$ cat config.mk
export PLATFORM = sky130hd
export DESIGN_NAME = aclfm_cell
export DESIGN_NICKNAME = d
export VERILOG_FILES = /design/src/hw/rtl/aclfm_pkg.sv /design/src/hw/rtl/aclfm_ram.sv /design/src/hw/rtl/aclfm_cell.sv
export SDC_FILE = /design/constraint.sdc
export NUM_CORES = 1
export LEC_CHECK = 0
export BUFFER_PORTS_ARGS = -buffer_cell sky130_fd_sc_hd__buf_2
export CORE_UTILIZATION = 54
export CTS_CLUSTER_DIAMETER = 40
export DETAILED_ROUTE_END_ITERATION = 16
export GPL_TIMING_DRIVEN = 0
export HOLD_SLACK_MARGIN = 0.05
export PLACE_DENSITY = 0.86
export SLEW_MARGIN = 20
export SYNTH_ARGS = -nofsm -noshare
export SYNTH_HDL_FRONTEND = slang
export SYNTH_SLANG_ARGS = --single-unit
$ cat constraint.sdc
create_clock -name clk -period 2.8 [get_ports clk]
set_input_delay 0.84 -clock clk [delete_from_list [all_inputs] [get_ports clk]]
set_output_delay 0.84 -clock clk [all_outputs]
set_load 0.02 [all_outputs]
$ cat src/hw/rtl/aclfm_pkg.sv
package aclfm_pkg;

    localparam int RULE_SLOTS_DEF      = 16;
    localparam int VALUES_PER_RULE_DEF = 8;
    localparam int RULE_ID_W           = 8;

    localparam logic [1:0] OP_WR_HDR   = 2'd0;
    localparam logic [1:0] OP_WR_VAL   = 2'd1;
    localparam logic [1:0] OP_CLASSIFY = 2'd2;

    localparam logic [2:0] KIND_EMPTY    = 3'd0;
    localparam logic [2:0] KIND_SRC_RNG  = 3'd1;
    localparam logic [2:0] KIND_DST_RNG  = 3'd2;
    localparam logic [2:0] KIND_TCP_IN   = 3'd3;
    localparam logic [2:0] KIND_TCP_NOT  = 3'd4;
    localparam logic [2:0] KIND_UDP_IN   = 3'd5;

    localparam logic [7:0] PROTO_TCP = 8'd6;
    localparam logic [7:0] PROTO_UDP = 8'd17;

    typedef struct packed {
        logic        hdr_we;
        logic        val_we;
        logic [3:0]  rule_index;
        logic [2:0]  value_index;
        logic [2:0]  rule_kind;
        logic        rule_action;
        logic [3:0]  value_count;
        logic        layer;
        logic [31:0] word_a;
        logic [31:0] word_b;
    } wr_t;

    typedef struct packed {
        logic [31:0] src;
        logic [31:0] dst;
        logic [7:0]  protocol;
        logic [15:0] dest_port;
        logic        layer;
    } pkt_t;

    typedef struct packed {
        logic clr;
        logic ev;
    } scan_t;

    typedef struct packed {
        logic                 found;
        logic                 verdict;
        logic [RULE_ID_W-1:0] idx;
    } res_t;

endpackage

$ cat src/hw/rtl/aclfm_ram.sv
module aclfm_ram #(
    parameter int WIDTH = 64,
    parameter int DEPTH = 8
) (
    input  logic                                       clk,
    input  logic                                       we,
    input  logic [((DEPTH > 1) ? $clog2(DEPTH) : 1)-1:0] waddr,
    input  logic [WIDTH-1:0]                           wdata,
    input  logic [((DEPTH > 1) ? $clog2(DEPTH) : 1)-1:0] raddr,
    output logic [WIDTH-1:0]                           rdata
);

    logic [WIDTH-1:0] mem [DEPTH];

    always_ff @(posedge clk)
    begin
        if (we)
        begin
            mem[waddr] <= wdata;
        end
        rdata <= mem[raddr];
    end

endmodule

$ cat src/hw/rtl/aclfm_cell.sv
module aclfm_cell #(
    parameter int ID              = 0,
    parameter int VALUES_PER_RULE = 8,
    parameter int AW              = 3
) (
    input  logic            clk,
    input  logic            rst_n,
    input  aclfm_pkg::wr_t   wr,
    input  aclfm_pkg::pkt_t  pkt,
    input  aclfm_pkg::scan_t scan,
    input  logic [AW-1:0]   rd_addr,
    input  logic [AW-1:0]   ev_idx,
    input  aclfm_pkg::res_t  prev,
    output aclfm_pkg::res_t  res
);
    import aclfm_pkg::*;

    localparam int IW = (RULE_ID_W > 4) ? RULE_ID_W : 4;

    logic [2:0]  kind_reg;
    logic        action_reg;
    logic        layer_reg;
    logic [3:0]  count_reg;
    logic        any_reg;
    logic        any_next;
    res_t        res_reg;
    res_t        res_next;
    logic        sel;
    logic        val_ok;
    logic        val_we;
    logic [31:0] vi_ext;
    logic [63:0] rdata;
    logic [31:0] lo;
    logic [31:0] hi;
    logic [31:0] addr;
    logic        hit;
    logic        match;

    assign sel    = ({{(IW-4){1'b0}}, wr.rule_index} == IW'(ID));
    assign vi_ext = {29'd0, wr.value_index};
    assign val_ok = vi_ext < 32'(VALUES_PER_RULE);
    assign val_we = wr.val_we && sel && val_ok;

    aclfm_ram #(
        .WIDTH(64),
        .DEPTH(VALUES_PER_RULE)
    ) u_ram (
        .clk  (clk),
        .we   (val_we),
        .waddr(vi_ext[AW-1:0]),
        .wdata({wr.word_b, wr.word_a}),
        .raddr(rd_addr),
        .rdata(rdata)
    );

    assign lo   = rdata[31:0];
    assign hi   = rdata[63:32];
    assign addr = (kind_reg == KIND_DST_RNG) ? pkt.dst : pkt.src;

    always_comb
    begin
        if (kind_reg == KIND_SRC_RNG || kind_reg == KIND_DST_RNG)
        begin
            hit = (addr != 32'd0) && (lo <= addr) && (addr <= hi);
        end
        else
        begin
            hit = (lo[15:0] == pkt.dest_port);
        end
        any_next = any_reg;
        if (scan.clr)
        begin
            any_next = 1'b0;
        end
        else if (scan.ev && (32'(ev_idx) < 32'(count_reg)) && hit)
        begin
            any_next = 1'b1;
        end
    end

    always_comb
    begin
        match = 1'b0;
        if (layer_reg == pkt.layer)
        begin
            case (kind_reg)
                KIND_SRC_RNG, KIND_DST_RNG: match = !layer_reg && any_reg;
                KIND_TCP_IN:  match = layer_reg && (pkt.protocol == PROTO_TCP) && any_reg;
                KIND_TCP_NOT: match = layer_reg && (pkt.protocol == PROTO_TCP) && !any_reg;
                KIND_UDP_IN:  match = layer_reg && (pkt.protocol == PROTO_UDP) && any_reg;
                default:      match = 1'b0;
            endcase
        end
        if (prev.found || !match)
        begin
            res_next = prev;
        end
        else
        begin
            res_next.found   = 1'b1;
            res_next.verdict = action_reg;
            res_next.idx     = RULE_ID_W'(ID);
        end
    end

    always_ff @(posedge clk or negedge rst_n)
    begin
        if (!rst_n)
        begin
            kind_reg   <= KIND_EMPTY;
            action_reg <= 1'b0;
            layer_reg  <= 1'b0;
            count_reg  <= 4'd0;
            any_reg    <= 1'b0;
            res_reg    <= '0;
        end
        else
        begin
            if (wr.hdr_we && sel)
            begin
                kind_reg   <= wr.rule_kind;
                action_reg <= wr.rule_action;
                layer_reg  <= wr.layer;
                count_reg  <= wr.value_count;
            end
            any_reg <= any_next;
            res_reg <= res_next;
        end
    end

    assign res = res_reg;

endmodule

=== After elaboration in Yosys (flattened, before gate mapping) ===
Memory sizes are Yosys's and may differ from the RTL's. A register that Yosys moved wholly into a read port is not among the register bits.
Cells that the tools add are included.

* Output and inout bits: 10
* Bits in latches: 0
* Memory bits (read-only): 0
* Input port bits: 191
* Memories kept: 1
* Word-level logic and storage cells: 53
* Bits in registers: 20
* RAM bits: 512

* Multiply operators: 0
* Bitwise operators: 0
* Order comparisons: 4
* Mux-type cells: 9
* Div/mod/pow operators: 0
* $add $sub $neg: 0
* Equality and inequality tests: 9
* Shifts and indexed selects: 0
* Reduce and logical (&&, ||, !) cells: 22

{| class="wikitable"
|+ Memory list
! name !! depth !! bits a word !! rd ports !! clocked after Yosys merged registers in !! write ports !! RTL line !! source
|-
| u_ram.mem || 8 || 64 || 1 || 1 || 1 || aclfm_ram.sv:13 || <nowiki>logic [WIDTH-1:0] mem [DEPTH];</nowiki>
|}

{| class="wikitable"
|+ Operators by type and width
! cell !! count
|-
| $le A32 B32 Y1 || 2
|-
| $mux W32 || 1
|-
| $reduce_bool A32 Y1 || 1
|-
| $eq A16 B16 Y1 || 1
|-
| $logic_and A1 B1 Y1 || 13
|-
| $mux W10 || 1
|-
| $eq A8 B3 Y1 const B || 1
|-
| $eq A8 B5 Y1 const B || 1
|-
| $eq A3 B2 Y1 const B || 2
|-
| $eq A3 B3 Y1 const B || 2
|-
| $mux W1 || 6
|-
| $logic_not A4 Y1 || 1
|-
| $lt A3 B4 Y1 || 1
|-
| $lt A3 B4 Y1 const B || 1
|-
| $pmux W1 S4 || 1
|-
| $eq A3 B1 Y1 const B || 1
|-
| $logic_not A1 Y1 || 3
|-
| $logic_or A1 B1 Y1 || 2
|-
| $reduce_bool A2 Y1 || 1
|-
| $reduce_or A2 Y1 || 1
|-
| $eq A1 B1 Y1 || 1
|}

=== Longest topological paths before layout ===
* Word-level depth: 9
* Gate-level depth with buffers: 13
* Mapped depth without buffers: 11

=== By module ===
A second synthesis with hierarchy kept.

* Cell total of the unflattened synthesis: 1196
* Area, all modules: 23727.8 um^2

{| class="wikitable"
|+ By module, submodules not included
! module !! area each (um^2) !! times used !! cells an instance !! sequential area each (um^2)
|-
| aclfm_ram || 20547.2 || 1 || 816 || 16656.0
|-
| aclfm_cell || 3180.6 || 1 || 380 || 500.5
|}

=== Worst setup path after synthesis ===
No wires, ideal clock.

* Kind: input to register
* Start: in wr[77] (netlist name)
* End: mem u_ram.mem[1][0] (enable)
* Library setup time: 0.565 ns
* Slack: -3.559 ns
* Buffers on the path: 0
* Arrival time: 5.794 ns
* Required time: 2.235 ns
* Stages: 3
* Path through: nor4_1 nand3_1 nor3_1

* Word-level cells in the longest chain between the ends: 5

{| class="wikitable"
|+ RTL lines
! element !! RTL line !! source
|-
| from (decl) || aclfm_cell.sv:8 || <nowiki>input aclfm_pkg::wr_t wr,</nowiki>
|-
| $logic_not A4 Y1 || aclfm_cell.sv:39 || <nowiki>assign sel = ({{(IW-4){1'b0}}, wr.rule_index} == IW'(ID));</nowiki>
|-
| $logic_and A1 B1 Y1 (2 in series) || aclfm_cell.sv:42 || <nowiki>assign val_we = wr.val_we && sel && val_ok;</nowiki>
|-
| $mux W1 || aclfm_ram.sv:17 || <nowiki>if (we)</nowiki>
|-
| $mux W1 (implied by the code) || aclfm_ram.sv:19 || <nowiki>mem[waddr] <= wdata;</nowiki>
|-
| to (decl) || aclfm_ram.sv:13 ||
|}

No other way between the ends.

=== Worst setup path after layout ===
* Start: reg kind_reg[0]
* End: reg any_reg

* Word-level cells in the longest chain between the ends: 8
* Elaborated cells between the ends (all ways): 12
* Classes of those cells: 2 x order compare; 2 x eq/ne; 2 x mux; 6 x reduce/logical

{| class="wikitable"
|+ RTL lines
! element !! RTL line !! source
|-
| from (decl) || aclfm_cell.sv:20 || <nowiki>logic [2:0] kind_reg;</nowiki>
|-
| from (signal assigned) || aclfm_cell.sv:121 || <nowiki>kind_reg <= wr.rule_kind;</nowiki>
|-
| $eq A3 B2 Y1 || aclfm_cell.sv:58, aclfm_cell.sv:62 ||
|-
| $mux W32 || aclfm_cell.sv:58 || <nowiki>assign addr = (kind_reg == KIND_DST_RNG) ? pkt.dst : pkt.src;</nowiki>
|-
| $le A32 B32 Y1 / $reduce_bool A32 Y1 (equally long branches) || aclfm_cell.sv:64 || <nowiki>hit = (addr != 32'd0) && (lo <= addr) && (addr <= hi);</nowiki>
|-
| $logic_and A1 B1 Y1 (2 in series) || aclfm_cell.sv:64 ||
|-
| $mux W1 (*) || aclfm_cell.sv:62 || <nowiki>if (kind_reg == KIND_SRC_RNG || kind_reg == KIND_DST_RNG)</nowiki>
|-
| $logic_and A1 B1 Y1 (*) || aclfm_cell.sv:75 || <nowiki>else if (scan.ev && (32'(ev_idx) < 32'(count_reg)) && hit)</nowiki>
|-
| $reduce_bool A2 Y1 (no source line) (*) || n/a ||
|-
| to (signal assigned) || aclfm_cell.sv:126 || <nowiki>any_reg <= any_next;</nowiki>
|-
| to (decl) || aclfm_cell.sv:24 || <nowiki>logic any_reg;</nowiki>
|}

Every way passes the cells marked *; elsewhere a longest branch is shown, timed or not.
A chain may end at the register's enable or synchronous reset.

==> flow_summary.yaml <==
sta:
  skew_ns: 0.01487
  setup_viol: 1
  fmax_mhz: 311.7
  slew_headroom: 0.2467
  setup_ws_ns: -0.4083
  holdWs_ns: 0.1849
  finalCritPeriodShare: 1.146
  rsz0062_at_grt: "true"
  period_needed_ns: 3.208
  slew_violations: 0
  hold_viol: 0
  tightest_slew_ns: 1.120
clock_network:
  cts_made_buffers: 56
  root_buffer: "clkbuf_16"
  cts_max_level: 2
  cts_tree: "done"
  clockBufferDepth: 3
  cts_hold_buf: 0
  clk_latency_ns: 0.59
  clkSinkCount: 596
  clk_pin_slew_worst_paths_ns: 0.06
routing:
  first_pass_iters: 5
  met3_length_um: 5685
  via_count: 13020
  routedWlPerCell_um: 28.17
  top_layer_used: "met5"
  via_per_inst: 6.064
  wl_um: 60470
  met1_length_um: 21060
  drc: 0
  drt-initial-drc-count: 1295
  route.met2.wl_um: 30480
  antenna_left: 0
finish:
  layout_commonest_cell: "edfxtp_1"
  mostFrequentLayoutCells: "edfxtp_1 (512), buf_2 (210), mux4_2 (128)"
  instances_no_fill: 2147
  layout-drive-gt1-share: 0.4026
  final_core_util: 0.6635
  nNetsFinal: 1757
  largest_reg_flops: 512
  areaGrowthSynthToFinish_pct: 21.13
  n_fill_cell: 2658
power_and_ir_drop:
  swShare: 0.2220
  p_leak_nw: 10.10
  internal-power_mw: 15.31
  p_sw_mw: 4.369
  power_density_nw_per_um2: 687.1
  combinationalPowerShare: 0.101
  p_seq_frac: 0.501
  p_clk_frac: 0.397
  total_power_mw: 19.68
  ir_worst_vdd_uv: 493.2
worst_setup_path:
  critPathTopFamily: "compound AO/OA/AOI/OAI gates"
  critPathMaxStageDelay_ns: 0.43
  path_cells: "nor3b_4 > buf_8 > buf_12 > buf_16 > mux2i_4 > ha_1 > nand4_1 > or2_4 > a21oi_2 > a211oi_2 > a31oi_2 > a2bb2oi_2 > o41ai_2"
  critPathLaunchType: "register"
  worstSetupPathType: "reg2reg"
  worstPathRequired_ns: 3.30
  worst_path_max_delay_cell: "dfrtp_2"
  r2r_start: "kind_reg[0]"
  critPathCaptureType: "register"
  cp_max_fo: 8
  path_buf_inv: 3
  arrival_ns: 3.70
  crit_path_start: "kind_reg[0]"
floorplan:
  io_pins: 201
  core_area_um2: 43170
  rows: 76
  fp.dieH_um: 211.3
  die_area_um2: 44630
  fp.dieW_um: 211.3
  start_util: 0.5477
grt:
  grt-ovfl-total: 0
  antenna_found_initial: 16
  grt_pass1_vias: 13990
  grt_pass1_wl_um: 87170
  track_usage: 0.2728
  grt_max_degree: 23
status:
  failed_checks: "negative setup slack"
  outcome: "finished with violations"
synth:
  syn-num-nets: 1453
  netlist_instances: 1198
  yosysTopAreaCell: "edfxtp_1"
  synth_edf_count: 512
  synthTopCellsByArea: "edfxtp_1 (65%), mux4_2 (12%), dfxtp_1 (5.4%)"
  synth_top_area_frac: 0.6502
  yosys_warnings: 0
  avgSynthCellArea_um2: 19.74
  synthArstFlopShare: 0.03356
  ys_types: 49
  ys_seq_elements: 596
  synth_area_um2: 23650
  ys_seq_area_frac: 0.7255
  synth_ff_type: "edfxtp_1"
placement:
  port_buffers: 197
  dp_hpwl_um: 38730
  gp_congestion: 0.8588
  dp_cells: 2008
hold_path:
  hold_class: "in2async"
job:
  maxCapViolations: 0
final cells by class:
type,instances,area (um2),area share
Multi-Input combinational cell,494,6543,0.2284
Sequential cell,596,17160,0.5991
Antenna cell,12,30.03,0.001048
Buffer,40,231.5,0.008081
Timing Repair Buffer,246,1774,0.06194
Inverter,68,255.2,0.008911
Clock buffer,79,1589,0.05548
Tap cell,585,732.0,0.02555
Clock inverter,27,329.1,0.01149
kinds of logic after synthesis:
group | count (synthesis) | synth area share
compound gates | 63 | 0.01646
xor+xnor | 19 | 0.007037
fa+ha+maj | 66 | 0.03476
buf+inv | 108 | 0.01799
flops | 596 | 0.7255
mux | 234 | 0.1714
simple gates | 112 | 0.02683
cell usage after synthesis (6+ instances only):
cell type	count
nand2_1	13
a21o_1	11
edfxtp_1	512
nor3_1	7
xnor2_1	6
dfrtp_1	20
inv_1	68
mux2i_1	21
mux2_2	84
nor4_1	23
buf_2	13
clkbuf_1	20
ha_1	64
xor2_1	13
dfxtp_1	64
mux4_2	128
nor2_1	14
nand4_1	13
nand3_1	13
and2_1	8
buf_1	6
o21ai_0	9
a21oi_1	30
worst reg2reg max path, stage by stage, from the launching register on:
cell and delay, ns:
dfrtp_2 0.43, nor3b_4 0.22, buf_8 0.19, buf_12 0.13, buf_16 0.16, mux2i_4 0.35, ha_1 0.29, nand4_1 0.12
or2_4 0.17, a21oi_2 0.05, a211oi_2 0.31, a31oi_2 0.18, a2bb2oi_2 0.19, o41ai_2 0.33
path summary, 6_finish.rpt:
path | to | slack, ns | cells past startpoint
setup / recovery | any_reg | -0.41 | 13
hold / removal | res[2] | 0.18 | 1
setup reg to reg | any_reg | -0.41 | 13
hold reg to reg | res[8] | 0.51 | 1
max in group asynchronous | kind_reg[1] | 2.29 | 1
min in group clk | res[2] | 0.46 | 2
power by group through the flow:
| stage | logic, mW | clock network, mW | registers [mW] |
|---|---|---|---|
| after floorplan | 0.929 | 0 | 10.0 |
| after global placement | 1.47 | 0 | 10.0 |
| after detailed placement | 1.56 | 0 | 10.1 |
| after CTS | 1.91 | 7.85 | 9.86 |
| after global routing | 2.11 | 8.20 | 9.87 |
| final | 2.00 | 7.82 | 9.87 |
stage by stage:
step                TNS (ns)  setup WS [ns]  instance area, um2
finish               -0.4083        -0.4083               28640
global route         -0.4576        -0.4576               28630
global placement     -724.47         -2.333               25480
floorplan            -117.72        -0.7748               23760
detailed placement    -38.24        -0.9527               26020
CTS                  -0.2353        -0.2353               28550
metal layers:
metal  vias to the layer above  GRT usage
li1                       5458          -
met5                         -          0
met3                       203    0.06839
met1                      6579     0.3181
met4                        10     0.1459
met2                       770     0.4657
repair_timing:
| action | in CTS | in global routing |
|---|---|---|
| setup buffers | 16 | 2 |
| gates resized for setup | 81 | 7 |
| cloned | 3 | 0 |
| pin swaps | 21 | 7 |
| endpoints found under the setup margin | 1 | 1 |
Power figures use the tool's default switching activity.
